`config.mk`:
```
export PLATFORM = sky130hd
export DESIGN_NAME = refcounted_message_pool_allocator
export DESIGN_NICKNAME = d
export VERILOG_FILES = /design/src/sv/rmpa_pkg.sv /design/src/sv/rmpa_ram.sv /design/src/sv/rmpa_ctrl.sv /design/src/sv/rmpa_dpath.sv /design/src/sv/refcounted_message_pool_allocator.sv
export SDC_FILE = /design/constraint.sdc
export NUM_CORES = 1
export LEC_CHECK = 0
export BUFFER_PORTS_ARGS = -buffer_cell sky130_fd_sc_hd__buf_4
export CAP_MARGIN = 20
export CORE_MARGIN = 2
export CORE_UTILIZATION = 40
export CTS_BUF_LIST = sky130_fd_sc_hd__clkbuf_16
export CTS_CLUSTER_SIZE = 25
export DETAILED_ROUTE_END_ITERATION = 10
export GPL_TIMING_DRIVEN = 0
export PLACE_DENSITY = 0.65
export SLEW_MARGIN = 10
export SYNTH_ARGS = -nofsm -noshare
export SYNTH_HDL_FRONTEND = slang
export SYNTH_HIERARCHICAL = 1
export SYNTH_SLANG_ARGS = --single-unit
```
`constraint.sdc`:
```
create_clock -name clk_i -period 11.7 [get_ports clk_i]
set_input_delay 1.17 -clock clk_i [delete_from_list [all_inputs] [get_ports clk_i]]
set_output_delay 1.17 -clock clk_i [all_outputs]
set_load 0.01 [all_outputs]
```
`src/sv/rmpa_pkg.sv`:
```
// shared types and constants for the refcounted message pool allocator
`default_nettype none
package rmpa_pkg;

  localparam int unsigned SMALL_UNITS = 8;
  localparam int unsigned LARGE_UNITS = 16;
  localparam int unsigned ENTRY_COUNT = SMALL_UNITS + LARGE_UNITS;

  localparam int unsigned IDX_W       = 4;
  localparam int unsigned LINK_W      = 5;
  localparam int unsigned CNT_W       = 5;
  localparam int unsigned REF_W       = 8;
  localparam int unsigned LIMIT_W     = 8;
  localparam int unsigned FIELD_W     = 16;
  localparam int unsigned HDR_W       = 3 * FIELD_W;
  localparam int unsigned SLOT_W      = $clog2(ENTRY_COUNT);
  localparam int unsigned SMALL_IDX_W = (SMALL_UNITS > 1) ? $clog2(SMALL_UNITS) : 1;
  localparam int unsigned LARGE_IDX_W = (LARGE_UNITS > 1) ? $clog2(LARGE_UNITS) : 1;

  localparam logic [LINK_W-1:0]  LINK_END      = '1;
  localparam logic [LIMIT_W-1:0] LIMIT_RESET   = 8'd16;
  localparam logic [REF_W-1:0]   REF_MAX       = '1;
  localparam logic [CNT_W-1:0]   CNT_MAX       = '1;

  typedef enum logic [1:0] {
    OP_ALLOC    = 2'd0,
    OP_FREE     = 2'd1,
    OP_ADD_REF  = 2'd2,
    OP_DROP_REF = 2'd3
  } op_e;

  typedef enum logic [1:0] {
    ST_OK         = 2'd0,
    ST_TOO_LARGE  = 2'd1,
    ST_EXHAUSTED  = 2'd2,
    ST_BAD_HANDLE = 2'd3
  } status_e;

  typedef enum logic {
    S_IDLE = 1'b0,
    S_EXEC = 1'b1
  } state_e;

  // controller to datapath
  typedef struct packed {
    logic capture;
    logic execute;
  } ctrl_cmd_t;

  // datapath to controller
  typedef struct packed {
    logic out_free;
  } dp_status_t;

endpackage
`default_nettype wire

```
`src/sv/rmpa_ram.sv`:
```
// generic single write port ram with registered read
`default_nettype none
module rmpa_ram #(
  parameter int unsigned WIDTH = 8,
  parameter int unsigned DEPTH = 16
) (
  input  wire logic                     clk_i,
  input  wire logic                     we_i,
  input  wire logic [$clog2(DEPTH)-1:0] waddr_i,
  input  wire logic [WIDTH-1:0]         wdata_i,
  input  wire logic [$clog2(DEPTH)-1:0] raddr_i,
  output logic      [WIDTH-1:0]         rdata_o
);

  logic [WIDTH-1:0] mem_q [DEPTH];

  always_ff @(posedge clk_i) begin
    if (we_i) begin
      mem_q[waddr_i] <= wdata_i;
    end
    rdata_o <= mem_q[raddr_i];
  end

endmodule
`default_nettype wire

```
`src/sv/rmpa_ctrl.sv`:
```
// controller state machine: sequences capture and execution of one operation
`default_nettype none
module rmpa_ctrl (
  input  wire logic                   clk_i,
  input  wire logic                   rst_ni,
  input  wire logic                   in_valid_i,
  output logic                        in_ready_o,
  input  wire rmpa_pkg::dp_status_t   status_i,
  output rmpa_pkg::ctrl_cmd_t         cmd_o
);
  import rmpa_pkg::*;

  state_e state_q, state_d;

  always_ff @(posedge clk_i or negedge rst_ni) begin
    if (!rst_ni) begin
      state_q <= S_IDLE;
    end else begin
      state_q <= state_d;
    end
  end

  always_comb begin
    state_d = state_q;
    unique case (state_q)
      S_IDLE: begin
        if (in_valid_i) begin
          state_d = S_EXEC;
        end
      end
      S_EXEC: begin
        if (status_i.out_free) begin
          state_d = S_IDLE;
        end
      end
      default: state_d = S_IDLE;
    endcase
  end

  always_comb begin
    in_ready_o    = 1'b0;
    cmd_o.capture = 1'b0;
    cmd_o.execute = 1'b0;
    unique case (state_q)
      S_IDLE: begin
        in_ready_o    = 1'b1;
        cmd_o.capture = in_valid_i;
      end
      S_EXEC: begin
        cmd_o.execute = status_i.out_free;
      end
      default: ;
    endcase
  end

endmodule
`default_nettype wire

```
`src/sv/rmpa_dpath.sv`:
```
// datapath: free lists, counts, reference counts and the result register
`default_nettype none
module rmpa_dpath (
  input  wire logic                          clk_i,
  input  wire logic                          rst_ni,
  input  wire rmpa_pkg::ctrl_cmd_t           cmd_i,
  output rmpa_pkg::dp_status_t               status_o,
  input  wire logic                          cfg_we_i,
  input  wire logic [rmpa_pkg::LIMIT_W-1:0]  cfg_wdata_i,
  input  wire logic [1:0]                    operation_i,
  input  wire logic [rmpa_pkg::FIELD_W-1:0]  dest_task_i,
  input  wire logic [rmpa_pkg::FIELD_W-1:0]  signal_code_i,
  input  wire logic [rmpa_pkg::FIELD_W-1:0]  payload_size_i,
  input  wire logic [rmpa_pkg::FIELD_W-1:0]  source_task_i,
  input  wire logic                          handle_pool_i,
  input  wire logic [rmpa_pkg::IDX_W-1:0]    handle_index_i,
  output logic                               out_valid_o,
  input  wire logic                          out_ready_i,
  output logic [1:0]                         status_o_field,
  output logic                               result_pool_o,
  output logic [rmpa_pkg::IDX_W-1:0]         result_index_o,
  output logic [rmpa_pkg::REF_W-1:0]         ref_count_now_o,
  output logic [rmpa_pkg::CNT_W-1:0]         in_use_now_o,
  output logic [rmpa_pkg::CNT_W-1:0]         peak_in_use_o,
  output logic                               released_o
);
  import rmpa_pkg::*;

  // captured transaction
  op_e                op_q;
  logic [FIELD_W-1:0] size_q;
  logic [HDR_W-1:0]   hdr_q;
  logic               hpool_q;
  logic [IDX_W-1:0]   hidx_q;

  logic [LIMIT_W-1:0] limit_q;

  logic [LINK_W-1:0] small_head_q, large_head_q;
  logic [LINK_W-1:0] small_link_q [SMALL_UNITS];
  logic [LINK_W-1:0] large_link_q [LARGE_UNITS];
  logic [CNT_W-1:0]  in_use_q [2];
  logic [CNT_W-1:0]  peak_q [2];
  logic [REF_W-1:0]  refs_q [ENTRY_COUNT];
  logic              busy_q [ENTRY_COUNT];

  logic              out_valid_q;
  status_e           res_status_q;
  logic              res_pool_q;
  logic [IDX_W-1:0]  res_idx_q;
  logic [REF_W-1:0]  res_refs_q;
  logic [CNT_W-1:0]  res_use_q, res_peak_q;
  logic              res_rel_q;

  // execution logic
  logic              too_large, pool_sel, exhausted, range_ok, busy_hit;
  logic [LINK_W-1:0] head, rel_head;
  logic [SLOT_W-1:0] hslot, aslot;
  logic [REF_W-1:0]  cur_refs, new_refs;
  logic              do_alloc, do_release, do_refwr;
  status_e           res_status;
  logic              res_pool;
  logic [IDX_W-1:0]  res_idx;
  logic [REF_W-1:0]  res_refs;
  logic              res_rel;
  logic [CNT_W-1:0]  use_cur, peak_cur, use_nxt, peak_nxt;
  logic [HDR_W-1:0]  unused_hdr_rd;

  assign status_o.out_free = !out_valid_q || out_ready_i;

  always_comb begin
    too_large = (size_q != '0) && (size_q > FIELD_W'(limit_q));
    pool_sel  = (size_q != '0);
    head      = pool_sel ? large_head_q : small_head_q;
    exhausted = head >= (pool_sel ? LINK_W'(LARGE_UNITS) : LINK_W'(SMALL_UNITS));
    aslot     = pool_sel ? SLOT_W'(SMALL_UNITS) + SLOT_W'(head) : SLOT_W'(head);

    range_ok  = LINK_W'(hidx_q) < (hpool_q ? LINK_W'(LARGE_UNITS) : LINK_W'(SMALL_UNITS));
    hslot     = hpool_q ? SLOT_W'(SMALL_UNITS) + SLOT_W'(hidx_q) : SLOT_W'(hidx_q);
    busy_hit  = range_ok && busy_q[hslot];
    cur_refs  = range_ok ? refs_q[hslot] : '0;
    rel_head  = hpool_q ? large_head_q : small_head_q;

    res_status = ST_OK;
    res_pool   = hpool_q;
    res_idx    = hidx_q;
    res_refs   = '0;
    res_rel    = 1'b0;
    do_alloc   = 1'b0;
    do_release = 1'b0;
    do_refwr   = 1'b0;
    new_refs   = cur_refs;

    if (op_q == OP_ALLOC) begin
      res_idx = '0;
      if (too_large) begin
        res_status = ST_TOO_LARGE;
        res_pool   = 1'b1;
      end else if (exhausted) begin
        res_status = ST_EXHAUSTED;
        res_pool   = pool_sel;
      end else begin
        do_alloc = 1'b1;
        res_pool = pool_sel;
        res_idx  = head[IDX_W-1:0];
        res_refs = REF_W'(1);
      end
    end else if (!busy_hit) begin
      res_status = ST_BAD_HANDLE;
    end else begin
      unique case (op_q)
        OP_FREE: begin
          do_release = 1'b1;
          res_rel    = 1'b1;
        end
        OP_ADD_REF: begin
          // saturates at the top of the count
          new_refs = (cur_refs == REF_MAX) ? cur_refs : cur_refs + REF_W'(1);
          do_refwr = 1'b1;
          res_refs = new_refs;
        end
        OP_DROP_REF: begin
          new_refs = (cur_refs == '0) ? cur_refs : cur_refs - REF_W'(1);
          if (new_refs == '0) begin
            do_release = 1'b1;
            res_rel    = 1'b1;
          end else begin
            do_refwr = 1'b1;
            res_refs = new_refs;
          end
        end
        OP_ALLOC: ;
        default: ;
      endcase
    end

    use_cur  = in_use_q[res_pool];
    peak_cur = peak_q[res_pool];
    use_nxt  = use_cur;
    if (do_alloc && use_cur != CNT_MAX) begin
      use_nxt = use_cur + CNT_W'(1);
    end else if (do_release && use_cur != '0) begin
      use_nxt = use_cur - CNT_W'(1);
    end
    peak_nxt = (use_nxt > peak_cur) ? use_nxt : peak_cur;
  end

  // captured fields carry no reset
  always_ff @(posedge clk_i) begin
    if (cmd_i.capture) begin
      op_q    <= op_e'(operation_i);
      size_q  <= payload_size_i;
      hdr_q   <= {source_task_i, dest_task_i, signal_code_i};
      hpool_q <= handle_pool_i;
      hidx_q  <= handle_index_i;
    end
  end

  always_ff @(posedge clk_i or negedge rst_ni) begin
    if (!rst_ni) begin
      limit_q      <= LIMIT_RESET;
      small_head_q <= '0;
      large_head_q <= '0;
      for (int i = 0; i < SMALL_UNITS; i++) begin
        small_link_q[i] <= (i + 1 < SMALL_UNITS) ? LINK_W'(i + 1) : LINK_END;
      end
      for (int i = 0; i < LARGE_UNITS; i++) begin
        large_link_q[i] <= (i + 1 < LARGE_UNITS) ? LINK_W'(i + 1) : LINK_END;
      end
      for (int i = 0; i < 2; i++) begin
        in_use_q[i] <= '0;
        peak_q[i]   <= '0;
      end
      for (int i = 0; i < ENTRY_COUNT; i++) begin
        refs_q[i] <= '0;
        busy_q[i] <= 1'b0;
      end
    end else begin
      if (cfg_we_i) begin
        limit_q <= cfg_wdata_i;
      end
      if (cmd_i.execute) begin
        if (do_alloc) begin
          // pop the head of the selected free list
          if (pool_sel) begin
            large_head_q <= large_link_q[head[LARGE_IDX_W-1:0]];
          end else begin
            small_head_q <= small_link_q[head[SMALL_IDX_W-1:0]];
          end
          busy_q[aslot] <= 1'b1;
          refs_q[aslot] <= REF_W'(1);
        end
        if (do_release) begin
          // push the entry back on its free list
          if (hpool_q) begin
            large_link_q[hidx_q[LARGE_IDX_W-1:0]] <= rel_head;
            large_head_q <= LINK_W'(hidx_q);
          end else begin
            small_link_q[hidx_q[SMALL_IDX_W-1:0]] <= rel_head;
            small_head_q <= LINK_W'(hidx_q);
          end
          busy_q[hslot] <= 1'b0;
          refs_q[hslot] <= '0;
        end
        if (do_refwr) begin
          refs_q[hslot] <= new_refs;
        end
        in_use_q[res_pool] <= use_nxt;
        peak_q[res_pool]   <= peak_nxt;
      end
    end
  end

  // result register
  always_ff @(posedge clk_i or negedge rst_ni) begin
    if (!rst_ni) begin
      out_valid_q <= 1'b0;
    end else if (cmd_i.execute) begin
      out_valid_q <= 1'b1;
    end else if (out_ready_i) begin
      out_valid_q <= 1'b0;
    end
  end

  always_ff @(posedge clk_i) begin
    if (cmd_i.execute) begin
      res_status_q <= res_status;
      res_pool_q   <= res_pool;
      res_idx_q    <= res_idx;
      res_refs_q   <= res_refs;
      res_use_q    <= use_nxt;
      res_peak_q   <= peak_nxt;
      res_rel_q    <= res_rel;
    end
  end

  // message headers: written on allocate, read port kept for debug access
  rmpa_ram #(
    .WIDTH (HDR_W),
    .DEPTH (ENTRY_COUNT)
  ) u_hdr_ram (
    .clk_i   (clk_i),
    .we_i    (cmd_i.execute && do_alloc),
    .waddr_i (aslot),
    .wdata_i (hdr_q),
    .raddr_i (hslot),
    .rdata_o (unused_hdr_rd)
  );

  assign out_valid_o     = out_valid_q;
  assign status_o_field  = res_status_q;
  assign result_pool_o   = res_pool_q;
  assign result_index_o  = res_idx_q;
  assign ref_count_now_o = res_refs_q;
  assign in_use_now_o    = res_use_q;
  assign peak_in_use_o   = res_peak_q;
  assign released_o      = res_rel_q;

endmodule
`default_nettype wire

```
`src/sv/refcounted_message_pool_allocator.sv`:
```
// top level of the refcounted message pool allocator
//
// Two pools of message descriptors (8 header-only entries, 16 payload
// entries), each with a LIFO free list, an in-use count and its peak, and an
// 8-bit saturating reference count per entry. Every accepted operation gives
// exactly one result. The controller captures the transaction in its idle
// state, then in its execute state, once the output is free, updates the free
// lists and counts and loads the result register. A new transaction can be
// taken while the previous result is still waiting, so a stalled output holds
// the block for as long as the stall lasts. The payload limit register may be
// written at any time the block is idle.
`default_nettype none
module refcounted_message_pool_allocator (
  input  wire logic                          clk_i,
  input  wire logic                          rst_ni,
  input  wire logic                          cfg_we_i,
  input  wire logic [rmpa_pkg::LIMIT_W-1:0]  cfg_wdata_i,
  input  wire logic                          in_valid_i,
  output logic                               in_ready_o,
  input  wire logic [1:0]                    operation_i,
  input  wire logic [rmpa_pkg::FIELD_W-1:0]  dest_task_i,
  input  wire logic [rmpa_pkg::FIELD_W-1:0]  signal_code_i,
  input  wire logic [rmpa_pkg::FIELD_W-1:0]  payload_size_i,
  input  wire logic [rmpa_pkg::FIELD_W-1:0]  source_task_i,
  input  wire logic                          handle_pool_i,
  input  wire logic [rmpa_pkg::IDX_W-1:0]    handle_index_i,
  output logic                               out_valid_o,
  input  wire logic                          out_ready_i,
  output logic [1:0]                         status_o,
  output logic                               result_pool_o,
  output logic [rmpa_pkg::IDX_W-1:0]         result_index_o,
  output logic [rmpa_pkg::REF_W-1:0]         ref_count_now_o,
  output logic [rmpa_pkg::CNT_W-1:0]         in_use_now_o,
  output logic [rmpa_pkg::CNT_W-1:0]         peak_in_use_o,
  output logic                               released_o
);
  import rmpa_pkg::*;

  ctrl_cmd_t  cmd;
  dp_status_t dp_status;

  rmpa_ctrl u_ctrl (
    .clk_i      (clk_i),
    .rst_ni     (rst_ni),
    .in_valid_i (in_valid_i),
    .in_ready_o (in_ready_o),
    .status_i   (dp_status),
    .cmd_o      (cmd)
  );

  rmpa_dpath u_dpath (
    .clk_i           (clk_i),
    .rst_ni          (rst_ni),
    .cmd_i           (cmd),
    .status_o        (dp_status),
    .cfg_we_i        (cfg_we_i),
    .cfg_wdata_i     (cfg_wdata_i),
    .operation_i     (operation_i),
    .dest_task_i     (dest_task_i),
    .signal_code_i   (signal_code_i),
    .payload_size_i  (payload_size_i),
    .source_task_i   (source_task_i),
    .handle_pool_i   (handle_pool_i),
    .handle_index_i  (handle_index_i),
    .out_valid_o     (out_valid_o),
    .out_ready_i     (out_ready_i),
    .status_o_field  (status_o),
    .result_pool_o   (result_pool_o),
    .result_index_o  (result_index_o),
    .ref_count_now_o (ref_count_now_o),
    .in_use_now_o    (in_use_now_o),
    .peak_in_use_o   (peak_in_use_o),
    .released_o      (released_o)
  );

  // the peak never trails the live count of the pool reported
  assert property (@(posedge clk_i) disable iff (!rst_ni)
    out_valid_o |-> peak_in_use_o >= in_use_now_o)
    else $error("peak below in-use count");

  // a pool never reports more entries in use than it holds
  assert property (@(posedge clk_i) disable iff (!rst_ni)
    out_valid_o |-> in_use_now_o <= (result_pool_o ? CNT_W'(LARGE_UNITS)
                                                   : CNT_W'(SMALL_UNITS)))
    else $error("in-use count above pool size");

  // a released entry always reports success and a cleared count
  assert property (@(posedge clk_i) disable iff (!rst_ni)
    (out_valid_o && released_o) |-> (ref_count_now_o == '0 && status_o == ST_OK))
    else $error("release with nonzero count or failure status");

  // one transaction in flight: no accept in the cycle after an accept
  assert property (@(posedge clk_i) disable iff (!rst_ni)
    (in_valid_i && in_ready_o) |=> !in_ready_o)
    else $error("back-to-back input accept");

endmodule
`default_nettype wire

```
==> results.md <==
* Status: complete, no violations
* CTS H-Tree Depth at 2
* Syn Nets at 2072
* Placed Cells at around 2700
* Initial antenna violation count at 1
* Tmin final at 8.29 ns
* Port Buf Inserts at 63
* CP max-delay cell: a221oi_2
* CTS Hold Bufs at 0
* Post-Syn Area at 0.0216 mm^2
* R2r startpoint: u_dpath/hpool_q
* Crit. Startpoint: u_dpath/hpool_q
* Clk_lat worst skew at about 0.62 ns
* Maximum clock rate at 0.121 GHz
* Yosys reg bits at 425
* Vias at 17800
* Maxcap violations at 0
* CTS tree: built
* CP Class: reg2reg
* Setup total negative slack at 0 ns
* Finished Layout Cells at ~2800
* Via density at 6.29
* Die W at around 240 um
* Total GRT Usage at 0.264
* Top-count cell post-synth: dfrtp_1
* DRC viols at 0
* Num CTS Buffers at 47
* RSZ-0062 raised after global routing: false
* Setup WS pre-CTS at 3.43 ns
* Crit start category: flop
* Fin. Hold Viols at 0
* # nets final at 2195
* Setup crit end kind: flop
* HPWL after DPL at 51900 um
* Crit-path max cell delay at 0.83 ns
* First-pass GRT wire length at between 100000 and 150000 um
* Crit path to: u_dpath/peak_q[8]
* Top cell type by total area after synthesis: dfrtp_1
* Synth async-reset ratio at 0.885
* Leakage at around 10 nW
* Root Driver: clkbuf_16
* CTS resizes at 0
* I/O pin cnt at 112
* Drt first pass iters at 5
* PD cells at 163 mW/mm^2
* Gr ovfl total at 0
* Placer Congestion at about 0.95
* Fin util at 0.459
* Routed WL per cell at approximately 26 um
* Top-area cell type share of the netlist area at 0.371
* Clock buffer depth at 3
* R2R Path End: u_dpath/peak_q[8]
* Ys flop type: dfrtp_1
* Pin count of the biggest net entering global routing at 110
* Top post-synthesis cells by area: dfrtp_1 37%, edfxtp_1 6.8%, dfstp_2 6.7%, nand2_1 4.7%, mux2_1 4.2%
* Worst vdd ir at roughly 0.12 mV
* Synth cell count leaders: 321 x dfrtp_1, 270 x nand2_1, 100 x o21ai_0
* Postcts setup bufs at 0
* ANT cells at 0
* Row cnt at 85
* Worst-Margin Slew at between 1 and 1.5 ns
* HP Class: reg2reg
* Yosys Warn Count at 6
* Worst-path clk slew at ~0.06 ns
* Initial Utilization at 0.403
* Required time worst endpoint at 12.17 ns
* Area of the die at 0.0560 mm^2
* Relative slew slack at 0.167
* Number of global-route vias before repair at 17700
* Antenna viol nets, final at 0
* Post-synth EDFFs at a little under 50
* Synthesized area per cell at 11.0 um^2
* R2R depth at 25
* 1st-iter DRT viols at 1982
* Post-synthesis cell count at roughly 2000
* Clock sink count at 425
* R2R Setup Slk at between 3 and 4 ns
* Layout filler cell count at roughly 5000
* Max Slew Vio Count at 0
* Largest fanout on the critical path at 11
* Seq/Total Area, Yosys at 0.506
* Final Skew at 0.0341 ns
* Min Hold Slack at 0.475 ns
* Synth unique cells at 90
* Core footprint at 0.0537 mm^2
* Final worst-path cycle share at 0.709
* Synth-to-Final Area Change at 13.9%
* DRT Wirelength at 74400 um
* Final number of setup-violating endpoints at 0
* Layout cells sized above 1 at 0.165
* Die H at 237 um
* Final worst slack at 3.41 ns
* Worst EP arrival at 8.77 ns
[flip-flops by register name (all words and copies together) (netlist names), 2 cells and up]
signal / count
u_dpath/refs_q: 192
u_dpath/large_link_q: 80
u_dpath/small_link_q: 40
u_dpath/busy_q: 24
u_dpath/size_q: 16
u_dpath/in_use_q: 10
u_dpath/peak_q: 10
u_dpath/limit_q: 8
u_dpath/ref_count_now_o: 8
u_dpath/in_use_now_o: 5
u_dpath/large_head_q: 5
u_dpath/peak_in_use_o: 5
u_dpath/small_head_q: 5
u_dpath/hidx_q: 4
u_dpath/result_index_o: 4
u_dpath/op_q: 2
u_dpath/status_o_field: 2
[cell usage in the layout (no fill, tap or decap), drive strengths merged, types with 9 or more instances in the layout]
cell type,instances
nor2,66
nand2b,9
a311oi,21
o2bb2ai,53
a32o,16
o21ai,114
a211oi,10
nand3,82
and2,25
nor3,18
o21a,11
a31oi,41
a22o,60
a22oi,30
nor4,14
buf,117
ha,22
nand2,270
nand4,12
mux2i,81
clkinv,26
mux4,18
a21oi,47
nor2b,17
dfrtp,321
dfstp,55
and4,14
mux2,137
inv,48
and3,38
o22ai,32
clkbuf,139
edfxtp,49
[cell families after synthesis]
group                      share of synthesized area
adders and majority gates                     0.0127
xor gates and xnor gates                     0.00445
buffers and inverters                         0.0360
AOI/OAI and AO/OA                              0.171
DFF                                            0.506
muxes                                          0.127
and+or+nand+nor                                0.142
[per-layer routing]
layer,track usage,up-vias,share of wire
met4,0.143,0,0.060
met5,0,-,0
li1,-,7625,-
met2,0.403,972,0.44
met1,0.352,8917,0.40
met3,0.0575,244,0.093
[cell type report]
| class | count | area (um^2) | share of cell area |
|---|---|---|---|
| buffer | 133 | 636 | 0.0258 |
| clock buffer | 49 | 1230 | 0.0498 |
| clock inverter | 39 | 238 | 0.00965 |
| inverter | 38 | 143 | 0.00579 |
| multi-input combinational | 1370 | 9940 | 0.403 |
| sequential | 425 | 10900 | 0.444 |
| tap | 696 | 871 | 0.0353 |
| timing repair buffer | 74 | 643 | 0.0261 |
[worst min-delay path by stage]
| stage | from | to | cells past startpoint |
|---|---|---|---|
| 2_1_floorplan | u_dpath/in_use_q[0] | u_dpath/in_use_q[0] | 1 |
| 3_3_place_gp | u_dpath/in_use_q[0] | u_dpath/in_use_q[0] | 1 |
| 3_5_place_dp | u_dpath/in_use_q[0] | u_dpath/in_use_q[0] | 1 |
| 4_1_cts | u_dpath/refs_q[28] | u_dpath/refs_q[28] | 2 |
| 5_1_grt | u_dpath/in_use_q[0] | u_dpath/in_use_q[0] | 1 |
| 6_report | u_dpath/refs_q[28] | u_dpath/refs_q[28] | 2 |
[power by group]
group	switching [mW]	internal [mW]	leakage [nW]
clock network	0.636	0.784	0.755
logic	0.695	0.293	4.23
registers	0.0332	1.58	5.46
total	1.36	2.66	10.4
[critical path, delay by kind of cell, from the launching register on]
kind            cells  cell delay, ns
fa+ha+maj           2            0.73
mux                 1            0.21
buf+inv             6            1.58
compound gates     10            3.61
flops               1            0.48
simple gates        6            1.54
[stage by stage]
step | cell area [um^2] | power (mW)
after floorplan | 21600 | 2.20
after CTS | 24600 | 4.02
after detailed placement | 23200 | 2.60
final | 24600 | 4.02
after global routing | 24600 | 4.17
after global placement | 23000 | 2.58
(Power assumes the default switching activity.)
